### src/rtl/core/spq_pkg.sv
package spq_pkg;

	localparam int CAPACITY_DEF   = 64;
	localparam int STAMP_BITS_DEF = 32;

	localparam int VAL_W = 32;
	localparam int PRI_W = 32;
	localparam int OP_W  = 2;
	localparam int ST_W  = 2;

	localparam logic [OP_W-1:0] OP_INSERT  = 2'd0;
	localparam logic [OP_W-1:0] OP_EXTRACT = 2'd1;
	localparam logic [OP_W-1:0] OP_PEEK    = 2'd2;
	localparam logic [OP_W-1:0] OP_CHANGE  = 2'd3;

	localparam logic [ST_W-1:0] STS_OK        = 2'd0;
	localparam logic [ST_W-1:0] STS_EMPTY     = 2'd1;
	localparam logic [ST_W-1:0] STS_FULL      = 2'd2;
	localparam logic [ST_W-1:0] STS_NOT_FOUND = 2'd3;

	// per-cell command: ins places the broadcast entry, shifting lower-ranked cells right; pull takes the right neighbour
	typedef struct packed {
		logic ins;
		logic pull;
	} cell_cmd_t;

endpackage

### src/rtl/core/spq_cell.sv
module spq_cell #(
	parameter int STAMP_BITS = spq_pkg::STAMP_BITS_DEF
) (
	input  logic                             clk,
	input  spq_pkg::cell_cmd_t               cmd,
	input  logic                             valid,
	input  logic                             left_gt,
	input  logic        [spq_pkg::VAL_W-1:0] left_val,
	input  logic signed [spq_pkg::PRI_W-1:0] left_pri,
	input  logic        [STAMP_BITS-1:0]     left_stamp,
	input  logic        [spq_pkg::VAL_W-1:0] right_val,
	input  logic signed [spq_pkg::PRI_W-1:0] right_pri,
	input  logic        [STAMP_BITS-1:0]     right_stamp,
	input  logic        [spq_pkg::VAL_W-1:0] new_val,
	input  logic signed [spq_pkg::PRI_W-1:0] new_pri,
	input  logic        [STAMP_BITS-1:0]     new_stamp,
	output logic        [spq_pkg::VAL_W-1:0] val,
	output logic signed [spq_pkg::PRI_W-1:0] pri,
	output logic        [STAMP_BITS-1:0]     stamp,
	output logic                             gt,
	output logic                             match
);
	import spq_pkg::*;

	logic        [VAL_W-1:0]      val_q;
	logic signed [PRI_W-1:0]      pri_q;
	logic        [STAMP_BITS-1:0] stamp_q;

	// an empty cell always ranks below the broadcast entry
	assign gt    = !valid || (new_pri > pri_q) || ((new_pri == pri_q) && (new_stamp < stamp_q));
	assign match = valid && (val_q == new_val);

	always_ff @(posedge clk) begin
		if (cmd.ins) begin
			if (left_gt) begin
				val_q   <= left_val;
				pri_q   <= left_pri;
				stamp_q <= left_stamp;
			end else if (gt) begin
				val_q   <= new_val;
				pri_q   <= new_pri;
				stamp_q <= new_stamp;
			end
		end else if (cmd.pull) begin
			val_q   <= right_val;
			pri_q   <= right_pri;
			stamp_q <= right_stamp;
		end
	end

	assign val   = val_q;
	assign pri   = pri_q;
	assign stamp = stamp_q;

endmodule

### config.mk
export PLATFORM = sky130hd
export DESIGN_NAME = spq_cell
export DESIGN_NICKNAME = d
export VERILOG_FILES = /design/src/rtl/core/spq_pkg.sv /design/src/rtl/core/spq_cell.sv
export SDC_FILE = /design/constraint.sdc
export NUM_CORES = 1
export LEC_CHECK = 0
export ABC_CLOCK_PERIOD_IN_PS = 14100
export BUFFER_PORTS_ARGS = -buffer_cell sky130_fd_sc_hd__buf_4
export CELL_PAD_IN_SITES_DETAIL_PLACEMENT = 1
export CELL_PAD_IN_SITES_GLOBAL_PLACEMENT = 2
export CORE_MARGIN = 1.5
export CORE_UTILIZATION = 25
export DETAILED_ROUTE_END_ITERATION = 16
export PLACE_DENSITY_LB_ADDON = 0.1
export SYNTH_ARGS = -nofsm -noshare
export SYNTH_HDL_FRONTEND = slang
export SYNTH_SLANG_ARGS = --single-unit
### constraint.sdc
create_clock -name clk -period 14.1 [get_ports clk]
set_input_delay 2.82 -clock clk [delete_from_list [all_inputs] [get_ports clk]]
set_output_delay 2.82 -clock clk [all_outputs]
set_load 0.02 [all_outputs]
### Word level (Yosys, flattened, before mapping)

Index checks and enable logic that the tools add are counted.

* output and inout bits: 98
* bits in latches: 0
* RAM bits: 0
* memories: 0
* logic and storage cells: 27
* memory bits (read-only): 0
* input port bits: 293
* bits in registers: 96

* $mul: 0
* $lt $le $gt $ge: 2
* reductions and logical operators: 7
* divide/modulo/power cells: 0
* $add $sub $neg: 0
* muxes and demuxes: 12
* bitwise logic cells: 0
* shifts and indexed selects: 0
* equal/unequal tests: 3

Operators with widths (count)
* 32-bit two-way mux: 12
* 32-bit == test: 2
* 32-bit > comparator: 1
* 32-bit less-than comparator: 1
* 3-bit by 1-bit inequality test with 1-bit output (second input constant): 1
* 1-bit logical AND: 2
* 1-bit logical OR: 2
* 2-bit AND reduction: 1
* 2-bit nonzero test: 1
* 1-bit logical NOT: 1

### Logic depth before layout (Yosys ltp)

Gate-level depths: netlist of the first run.

* depth after elaboration: 6
* mapped depth: 9
* gate-level depth less buffers: 9

### Worst setup path before layout of the first run

OpenSTA, ideal clock, no wires.

* kind: in2reg
* start point: input new_pri[31] in the netlist's numbering
* end point: register pri_q[0], in the netlist pri[0], enable pin
* cell stages on the path: 8
* arrival time: 7.150 ns
* setup time: 0.490 ns
* data required time: 13.610 ns
* slack: 6.459 ns
* path buffers: 0
* path through: ha_1 -> and4_1 -> nand3_2 -> nor3_2 -> nand3_1 -> or3_1 -> o31a_1 -> a41oi_2

* longest elaborated chain between the ends: 5
* elaborated cells on any way between the ends: 7
* those cells by class: 1 x order compare; 2 x eq/ne; 4 x reduce/logical

Ends and longest elaborated chain
* from (decl): line spq_cell.sv:15 `input logic signed [spq_pkg::PRI_W-1:0] new_pri,`
* 32-bit > comparator / 32-bit == test (equally long branches): line spq_cell.sv:30 `assign gt = !valid || (new_pri > pri_q) || ((new_pri == pri_q) && (new_stamp < stamp_q));`
* 1-bit logical OR / 1-bit logical AND (equally long branches): line spq_cell.sv:30
* 1-bit logical OR *: line spq_cell.sv:30
* 3-bit by 1-bit inequality test with 1-bit output (no line) *
* 2-bit AND reduction (no line) *
* to (signal assigned): line spq_cell.sv:37 `pri_q <= left_pri;`
* to (signal assigned): line spq_cell.sv:41 `pri_q <= new_pri;`
* to (signal assigned): line spq_cell.sv:46 `pri_q <= right_pri;`
* to (decl): line spq_cell.sv:26 `logic signed [PRI_W-1:0] pri_q;`

Mark *: on every way between the ends. The rest lies on a longest branch, timed or not.
A chain may end at the register's enable or synchronous reset.

### Worst setup path after layout of the first run

* start point: input new_pri[31] in the netlist's numbering
* end point: output gt

* longest elaborated chain between the ends: 3
* elaborated cells on any way between the ends: 5
* those cells by class: 1 x order compare; 1 x eq/ne; 3 x reduce/logical

Ends and longest elaborated chain
* 32-bit > comparator / 32-bit == test (equally long branches): line spq_cell.sv:30
* 1-bit logical OR / 1-bit logical AND (equally long branches): line spq_cell.sv:30
* 1-bit logical OR *: line spq_cell.sv:30
* to (decl): line spq_cell.sv:20 `output logic gt,`

Marked as above.

==> out/qor.txt, run 1 <==
Sink Count: 96
Number of distinct library cells after synthesis: 37
Post-synthesis cell area: 0.006792 mm2
Number of resized instances in the post-cts repair step: 0
Ys async rst share: 0%
Synthesized-area fraction occupied by ao, oa, aoi and oai cells: 11.79%
Total CTS buffers: 9
Share of layout cells above drive strength 1: 38.74%
Power density over the cells: 89.79 mW/mm2
Number of detailed-routing iterations run before antenna repair: 4
Crit path max fanout: 4
Critical path data required time: 11.28 ns
Number of global-route vias before repair: 6799
Startpoint of the worst hold path: stamp[16]$_DFFE_PP_
Number of remaining DRC errors: 0
Detailed-placement wirelength estimate: 20.80 mm
Element type at the critical path start: primary input
First-pass GRT wire length: 39.40 mm
Main area contributors after synthesis: edfxtp_1 (42%), mux2i_1 (14%), ha_1 (12%)
Clock Pin Slew Worst Setup and Hold Paths: 0.07 ns
Total congestion overflow: 0
Count of warnings emitted by yosys: 0
Clock latency of the later-clocked register in the worst-skew pair: 0.35 ns
Final critical path time including I/O delays and setup: 7.829 ns
Mapped Avg Cell Area: 9.857 um2
Worst Hold Depth: 7
Final GP Congestion: 0.7580
Synthesized-area fraction occupied by and/or/nand/nor cells: 10.35%
Post-CTS setup buffers: 0
Critical path data arrival time: 5.01 ns
Worst Hold Path EP: pri[0]$_DFFE_PP_
Largest net degree at the start of global routing: 100
Category of the most critical setup path: primary input to output port
Max Cap Violations: 0
Sort of element at the end of the critical path: output port
Hold bufs inserted after CTS: 0
Final setup viols: 0
FF-to-FF path depth: 10
Diode count: 0
Unrepaired setup endpoints after global routing: false
Total count of hold-check failures in the final report: 0
Synth area leader: edfxtp_1
Average wire length per cell after detail routing: 18.60 um
Maximum achievable frequency: 127.7 MHz
Worst-case headroom to the max-slew limit: 33.66%
Worst reg-to-reg setup slack: 10.58 ns
Final total power: 930.5 uW
Post-layout nets: 1417
Number of I/O pins: 391
Rows: 60
Final clock period utilization by the worst path: 55.53%
Part of the Yosys area used for sequential elements: 42.45%
Outcome: finished clean
Endpoint of the most critical register-to-register path: pri[29]$_DFFE_PP_
Antenna-violating nets left: 0
Post-Syn Nets: 1045
Final setup TNS: 0 ns
Most frequent cell after synthesis: a21oi_1
Post-synthesis mux area share: 14.15%
Worst flop-to-flop path startpoint: pri[31]$_DFFE_PP_
Primary FF master, synth: edfxtp_1
Post-synth EDFFs: 96
Number of design-rule violations left by the first detailed-router iteration: 204
Antenna violations before repair: 0
Total number of H-tree levels: 3
Total leakage power: 0.005011 uW
Number of port buffers: 390
Synth Register Bits: 96
Core outline area: 0.02680 mm2
XOR/XNOR share of the synthesized area: 4.127%
Worst Clk Skew: 0.01196 ns
Routed vias: 6397
Count of pins over their slew limit: 0
Horizontal die dimension: 167.8 um
Worst slew pin tran: 0.9951 ns
Via/cell ratio: 4.547
Area overhead of the layout relative to synthesis: 52.60%
Largest family of logic cells by synthesized area: multiplexers
Area share of the largest cell type after synthesis: 42.45%
Worst hold-check path type: flip-flop to flip-flop
Area enclosed by the die boundary: 0.02816 mm2
Synth top cells by count: a21oi_1 (119), nor2_1 (104), edfxtp_1 (96), mux2i_1 (96), inv_1 (66)
Die outline height: 167.8 um
Maximum clock path buffer count: 2
Worst vdd rail ir drop: 54.76 uV
Aggregate routed wire length: 26.17 mm
CTS tree: done
Cells after Synth: 689
Cell at the root of the clock tree: clkbuf_16
GRT Total Usage: 18.47%
Starting density of the core: 25.34%
Area share of fa/ha/maj cells after synthesis: 11.61%
[layout by cell type, fill, tap and decap left out, drive strengths merged, types with 2 or more instances in the layout]
cell type / n
a2111oi: 2
a211oi: 4
a21o: 6
a21oi: 119
and4: 2
buf: 394
clkbuf: 10
clkinvlp: 2
edfxtp: 96
ha: 63
inv: 68
mux2i: 96
nand2: 9
nand3: 14
nand4: 17
nor2: 104
nor3: 2
nor4: 4
o21ai: 8
xnor2: 28
xor2: 4
[final cells by class]
type | count | area [um2]
Multi-Input combinational cell | 494 | 3545
Timing Repair Buffer | 394 | 2965
Sequential cell | 96 | 2883
Inverter | 66 | 247.7
Clock buffer | 10 | 229.0
Fill cell | 3112 | 16440
Tap cell | 341 | 426.7
Clock inverter | 6 | 67.56
[worst max-delay path: stages]
cell and delay [ns]:
buf_4 0.11, ha_1 0.34, and4_1 0.25, nand3_2 0.10, nor3_2 0.28, nand3_1 0.16
or3_1 0.41, o31a_1 0.29, nand2_1 0.08, buf_4 0.15
[state kept, by name, indices dropped and copies added, names as in the netlist]
name / cells
stamp: 32
val: 32
pri: 32
[metal layers]
layer / routed length (um) / vias up / global-route usage [%]
met5: 0 / - / 0
met3: 2239 / 25 / 6.441
li1: - / 3213 / -
met1: 10470 / 2930 / 20.87
met4: 558 / 0 / 5.562
met2: 12900 / 229 / 32.66
[where the power goes]
group / internal (uW) / leakage, uW / switching, uW / total [uW]
clock network: 139 / 0.000139 / 126 / 266
logic: 144 / 0.00392 / 152 / 296
registers: 352 / 0.000952 / 17.1 / 369
total: 635 / 0.00501 / 296 / 931
[through the flow]
stage | cell area (um2) | cells | utilization [%] | setup slack, ns | hold WS [ns]
floorplan | 6792 | 689 | - | 6.459 | 3.046
global placement | 10070 | 1391 | 37.56 | 6.269 | 1.797
detailed placement | 10070 | 1391 | 37.56 | 6.244 | 1.811
CTS | 10360 | 1407 | 38.67 | 6.238 | 1.827
global route | 10360 | 1407 | 38.67 | 6.079 | 1.917
finish | 10360 | 1407 | 38.67 | 6.271 | 1.744
[how the worst max path moves through the flow]
stage | startpoint | to | slack (ns) | cells past startpoint
after detailed placement | new_pri[31] | gt | 6.24 | 10
final | new_pri[31] | gt | 6.27 | 10
after global routing | new_pri[31] | gt | 6.08 | 10
after global placement | new_pri[31] | gt | 6.27 | 10
after CTS | new_pri[31] | gt | 6.24 | 10
after floorplan | new_pri[31] | pri[0]$_DFFE_PP_ | 6.46 | 8
[logic make-up after synthesis]
family,Yosys count
AOI/OAI and AO/OA,147
xor gates and xnor gates,32
adders and majority gates,63
buffers and inverters,99
DFF,96
muxes,96
and+or+nand+nor,156
Note: power is estimated with default switching activity, not from simulation.
==> run 2, diff against run 1 <==
- ABC_AREA: unset -> 1
- ABC_CLOCK_PERIOD_IN_PS: 14100 -> 7600
- CORE_UTILIZATION: 25 -> 23
- clock period: 14.1 -> 7.6 ns (I/O delays scaled with it)
==> run 2 against run 1 <==
Clock-buffer cell count rose by 1. First-iteration DRC count rose by 15%. Largest cell class unchanged. Sequential power rose by 87%. Synthesized cell count rose by 28%. Worst setup slack got worse by 3.2 ns. Cell count rose by 17%. Sequential share of layout area fell by 0.32 points. Hold slack got worse by 0.31 ns. Die area rose by 11%. Clock power rose by 68%. Critical endpoint unchanged. Clock skew rose by 0.0024 ns. Utilization fell by 3.4 points.
==> out/qor.txt, run 2 <==
Outcome: finished clean
Sink Count: 96
Cell at the slowest stage of the critical path: ha_1
Maximum clock path buffer count: 2
Critical path data arrival time: 3.05 ns
Ys async rst share: 0%
Detailed-placement wirelength estimate: 23.37 mm
Area overhead of the layout relative to synthesis: 50.97%
Hold bufs inserted after CTS: 0
Die outline height: 176.8 um
Number of global-route vias before repair: 7658
Worst reg-to-reg setup slack: 4.17 ns
Starting density of the core: 23.37%
Power density over the cells: 163.7 mW/mm2
Aggregate routed wire length: 30.25 mm
Unrepaired setup endpoints after global routing: false
Synth area leader: edfxtp_1
Worst Hold Depth: 3
GRT Total Usage: 19.17%
Crit path max fanout: 2
Number of resized instances in the post-cts repair step: 0
Maximum achievable frequency: 219.0 MHz
Count of warnings emitted by yosys: 0
Routed length on met2: 14.79 mm
Worst Clk Skew: 0.01440 ns
Cells after Synth: 881
Synth Register Bits: 96
Number of distinct library cells after synthesis: 38
Final critical path time including I/O delays and setup: 4.567 ns
Antenna-violating nets left: 0
Area enclosed by the die boundary: 0.03124 mm2
Total leakage power: 0.005045 uW
Post-synthesis cell area: 0.006944 mm2
Worst slew pin tran: 1.039 ns
Core outline area: 0.02972 mm2
Post-synth EDFFs: 96
Metal3 WL: 2.548 mm
Area share of the largest cell type after synthesis: 41.51%
Largest stage delay, worst path: 0.30 ns
Sort of element at the end of the critical path: output port
Post-CTS setup buffers: 0
Post-layout nets: 1602
Final setup TNS: 0 ns
Number of detailed-routing iterations run before antenna repair: 4
Total area of multi-input combinational cells: 0.003482 mm2
Average wire length per cell after detail routing: 18.40 um
Top routing layer in use: met4
Worst vdd rail ir drop: 78.60 uV
Startpoint of the worst hold path: right_stamp[9]
Worst flop-to-flop path startpoint: stamp[27]$_DFFE_PP_
Total number of H-tree levels: 3
Clock latency of the later-clocked register in the worst-skew pair: 0.36 ns
CTS tree: done
Max Cap Violations: 0
Synth top cells by count: nand2_1 (171), o21ai_0 (153), nor2_1 (111)
Number of design-rule violations left by the first detailed-router iteration: 235
Via/cell ratio: 4.485
Rows: 63
FF-to-FF path depth: 11
Final std cell area, no fill: 0.01048 mm2
Post-Syn Nets: 1237
Total count of hold-check failures in the final report: 0
Number of remaining DRC errors: 0
Largest net degree at the start of global routing: 72
Number of fill cells in the layout: 3682
First-pass GRT wire length: 45.14 mm
Sum of buffers and inverters on the critical path: 2
Worst-case headroom to the max-slew limit: 30.76%
Worst hold-check path type: primary input to flip-flop
Top library cells by usage in the layout, fill and taps aside: buf_4 (396), nand2_1 (171), o21ai_0 (153)
Category of the most critical setup path: primary input to output port
Pre-CTS setup slack: 2.836 ns
Storage element area: 0.002883 mm2
Count of pins over their slew limit: 0
Cell-by-cell listing of the critical path: buf_4, ha_1, a21oi_1, o21ai_0, a21oi_1, a21boi_0, nand3b_1, nand3_1, buf_4
Endpoint of the most critical register-to-register path: stamp[29]$_DFFE_PP_
Final clock period utilization by the worst path: 60.09%
Met1 Routed Length: 12.51 mm
Final GP Congestion: 0.7772
Final critical-path setup slack: 3.033 ns
Worst Hold Path EP: stamp[9]$_DFFE_PP_
Horizontal die dimension: 176.8 um
Clock Pin Slew Worst Setup and Hold Paths: 0.08 ns
Category of cells accounting for the largest share of critical-path delay: compound AO/OA/AOI/OAI gates
Final setup viols: 0
Critical path data required time: 6.08 ns
Mapped Avg Cell Area: 7.882 um2
Number of port buffers: 390
Total congestion overflow: 0
Main area contributors after synthesis: edfxtp_1 (42%), ha_1 (11%), o21ai_0 (11%)
Placed Area: 0.01021 mm2
Most common cell after layout, fill and taps aside: buf_4
Antenna violations before repair: 2
Routed vias: 7373
Number of I/O pins: 391
Share of layout cells above drive strength 1: 34.21%
Part of the Yosys area used for sequential elements: 41.51%
Most frequent cell after synthesis: nand2_1
Primary FF master, synth: edfxtp_1
Element type at the critical path start: primary input
Total CTS buffers: 9
Cell at the root of the clock tree: clkbuf_16
==> run 2: cell types whose count changed in the layout (fill, tap and decap cells not counted), moves of 14 or more <==
cell,previous run,this run
o21ai_0,7,153
xnor2_1,28,2
nand2_1,9,171
mux2i_1,96,0
o21ai_1,1,50
inv_1,66,94
a21oi_1,119,30
nand4_1,17,3
==> run 2: worst max path at each step <==
stage / from / endpoint / slack [ns] / cells past startpoint
floorplan: new_pri[23] / pri[0]$_DFFE_PP_ / 2.73 / 11
global placement: new_stamp[27] / val[16]$_DFFE_PP_ / 2.86 / 11
detailed placement: new_stamp[27] / val[16]$_DFFE_PP_ / 2.84 / 11
CTS: new_stamp[27] / gt / 2.95 / 9
global route: new_stamp[25] / gt / 2.86 / 9
finish: new_stamp[27] / gt / 3.03 / 9
==> run 2: layer usage <==
| layer | GRT usage [%] | vias up |
|---|---|---|
| met5 | 0 | - |
| met4 | 4.379 | 0 |
| met3 | 6.100 | 19 |
| met2 | 33.40 | 222 |
| met1 | 22.86 | 3423 |
| li1 | - | 3709 |
==> run 2: logic make-up after synthesis <==
family,after synthesis,share of synthesized area (%)
adders and majority gates,63,11.35
and+or+nand+nor,317,18.67
AOI/OAI and AO/OA,254,19.12
xor gates and xnor gates,8,1.009
DFF,96,41.51
buffers and inverters,143,8.342
==> run 2: cell type report <==
type / count / share of cell area [%]
antenna: 3 / 0.07161
clock buffer: 11 / 2.220
clock inverter: 5 / 0.3222
inverter: 101 / 3.664
multi-input combinational: 642 / 33.21
sequential: 96 / 27.50
tap: 390 / 4.654
timing repair buffer: 396 / 28.36
==> run 2: per-stage QoR <==
step                utilization (%)  power [uW]  cells  hold WS [ns]
finish                        35.28        1716   1644         1.438
floorplan                         -       985.8    881         1.711
detailed placement            34.36        1294   1625         1.756
global placement              34.36        1290   1625         1.760
CTS                           35.25        1751   1641         1.427
global route                  35.25        1829   1641         1.437
==> run 2: power breakdown <==
group	internal [uW]	total (uW)	switching (uW)
logic	261	578	317
registers	657	690	33.1
clock network	223	448	225
==> run 2: worst min-delay path, stage by stage <==
cell,delay [ns]
buf_4,0.08
nand2_1,0.04
o21ai_0,0.06
==> run 3, diff against run 2 <==
- ABC_CLOCK_PERIOD_IN_PS: 7600 -> 4400
- clock period: 7.6 -> 4.4 ns (I/O delays scaled with it)
==> run 3 against run 2 <==
Register-to-register slack lost 2.6 ns. Flip-flop and latch count unchanged. Cell count grew 0.12%. Highest routed layer unchanged.
==> out/qor.txt, run 3 (synthesis gave the netlist of run 2 again) <==
Detailed-placement wirelength estimate: 24.04 mm
Worst-case headroom to the max-slew limit: 28.20%
Antenna violations before repair: 3
Area enclosed by the die boundary: 0.03124 mm2
Total CTS buffers: 9
Starting density of the core: 23.37%
Critical path data arrival time: 2.46 ns
Met3 usage: 5.906%
Most common cell after layout, fill and taps aside: buf_4
Outcome: finished clean
Final setup viols: 0
Die outline height: 176.8 um
Largest net degree at the start of global routing: 97
Max Cap Violations: 0
Worst Clk Skew: 0.008160 ns
Final critical path time including I/O delays and setup: 3.340 ns
Total count of hold-check failures in the final report: 0
Clock latency of the later-clocked register in the worst-skew pair: 0.35 ns
Post-CTS setup buffers: 0
Top library cells by usage in the layout, fill and taps aside: buf_4 (397), nand2_1 (171), o21ai_0 (153)
Fraction of met2 tracks used by global routing: 34.97%
Number of detailed-routing iterations run before antenna repair: 4
Number of port buffers: 390
Final std cell area, no fill: 0.01053 mm2
Post-layout nets: 1605
Aggregate routed wire length: 30.75 mm
Crit path max fanout: 2
Layer with the highest usage: met2
Total number of H-tree levels: 3
Most common cell on crit path: nand3_1
Rows: 63
Number of I/O pins: 391
Final clock period utilization by the worst path: 75.90%
Power density over the cells: 281.9 mW/mm2
Final GP Congestion: 0.7749
Worst hold-check path type: primary input to flip-flop
Share of layout cells above drive strength 1: 34.37%
Hold bufs inserted after CTS: 0
Maximum clock path buffer count: 2
Total congestion overflow: 0
GR Util met1: 22.45%
Core outline area: 0.02972 mm2
Placed Area: 0.01026 mm2
Worst slew pin tran: 1.077 ns
Final total power: 2968 uW
Worst vdd rail ir drop: 179.6 uV
Largest stage delay, worst path: 0.31 ns
CTS tree: done
First-pass GRT wire length: 45.55 mm
Routed vias: 7427
Cell-by-cell listing of the critical path: buf_4, ha_1, a21oi_1, o21a_1, nand2_1, a21oi_1, nand3_1, nand3_1, nand3_1, buf_4
Sort of element at the end of the critical path: output port
Clock Pin Slew Worst Setup and Hold Paths: 0.07 ns
Cell at the root of the clock tree: clkbuf_16
Fin util: 35.43%
Count of pins over their slew limit: 0
Antenna-violating nets left: 0
Unrepaired setup endpoints after global routing: false
Number of global-route vias before repair: 7797
Category of the most critical setup path: primary input to output port
Area overhead of the layout relative to synthesis: 51.62%
Number of design-rule violations left by the first detailed-router iteration: 236
Number of remaining DRC errors: 0
GRT Total Usage: 19.45%
Horizontal die dimension: 176.8 um
Final setup TNS: 0 ns
Cell at the slowest stage of the critical path: ha_1
Element type at the critical path start: primary input
Sink Count: 96
Critical path data required time: 3.52 ns
Via/cell ratio: 4.512
Average wire length per cell after detail routing: 18.68 um
Number of resized instances in the post-cts repair step: 0
Total leakage power: 0.005068 uW
Maximum achievable frequency: 299.4 MHz
==> run 3: cell types whose count changed in the layout (fill, tap and decap cells not counted) <==
cell / delta
buf_12: +2
buf_4: +1
diode_2: -1
==> run 3: worst max-delay path: cells and delay by family <==
kind	cells	cell delay (ns)
AOI/OAI and AO/OA	3	0.56
adders and majority gates	1	0.31
buffers and inverters	2	0.29
and+or+nand+nor	4	0.41
==> run 3: final cells by class <==
cell class	count	area [um2]
fillers	3603	19190
well taps	390	488.0
repair buffers	399	3020
multi-input cells	642	3482
clock buffers	11	232.7
diodes	2	5.005
clock inverters	5	33.78
inverters	101	384.1
flip-flops and latches	96	2883
==> run 3: final timing paths <==
kind / from / slack (ns) / cells past startpoint / end
max reg2reg: pri[23]$_DFFE_PP_ / 1.59 / 13 / pri[2]$_DFFE_PP_
min reg2reg: pri[30]$_DFFE_PP_ / 1.52 / 8 / val[17]$_DFFE_PP_
max: new_pri[23] / 1.06 / 10 / gt
min: right_stamp[26] / 0.81 / 3 / stamp[26]$_DFFE_PP_
==> run 3: routing by layer <==
metal  vias up  wire length [um]
li1       3713                 -
met1      3452             12490
met2       238             15380
met3        24              2326
met4         0               551
met5         -                 0
==> run 3: per-stage QoR <==
stage / std cells / hold slack (ns) / setup WS [ns]
final: 1646 / 0.8071 / 1.060
after global routing: 1645 / 0.7999 / 0.8999
after CTS: 1644 / 0.7925 / 1.028
after detailed placement: 1628 / 1.168 / 0.9026
after global placement: 1628 / 1.159 / 0.9051
after floorplan: 881 / 1.071 / 0.1692
==> run 3: power breakdown <==
group          switching [uW]  leakage (uW)  internal, uW  total, uW
Sequential               59.3      0.000984          1130       1190
Combinational             553       0.00396           456       1010
Clock                     381      0.000126           385        766
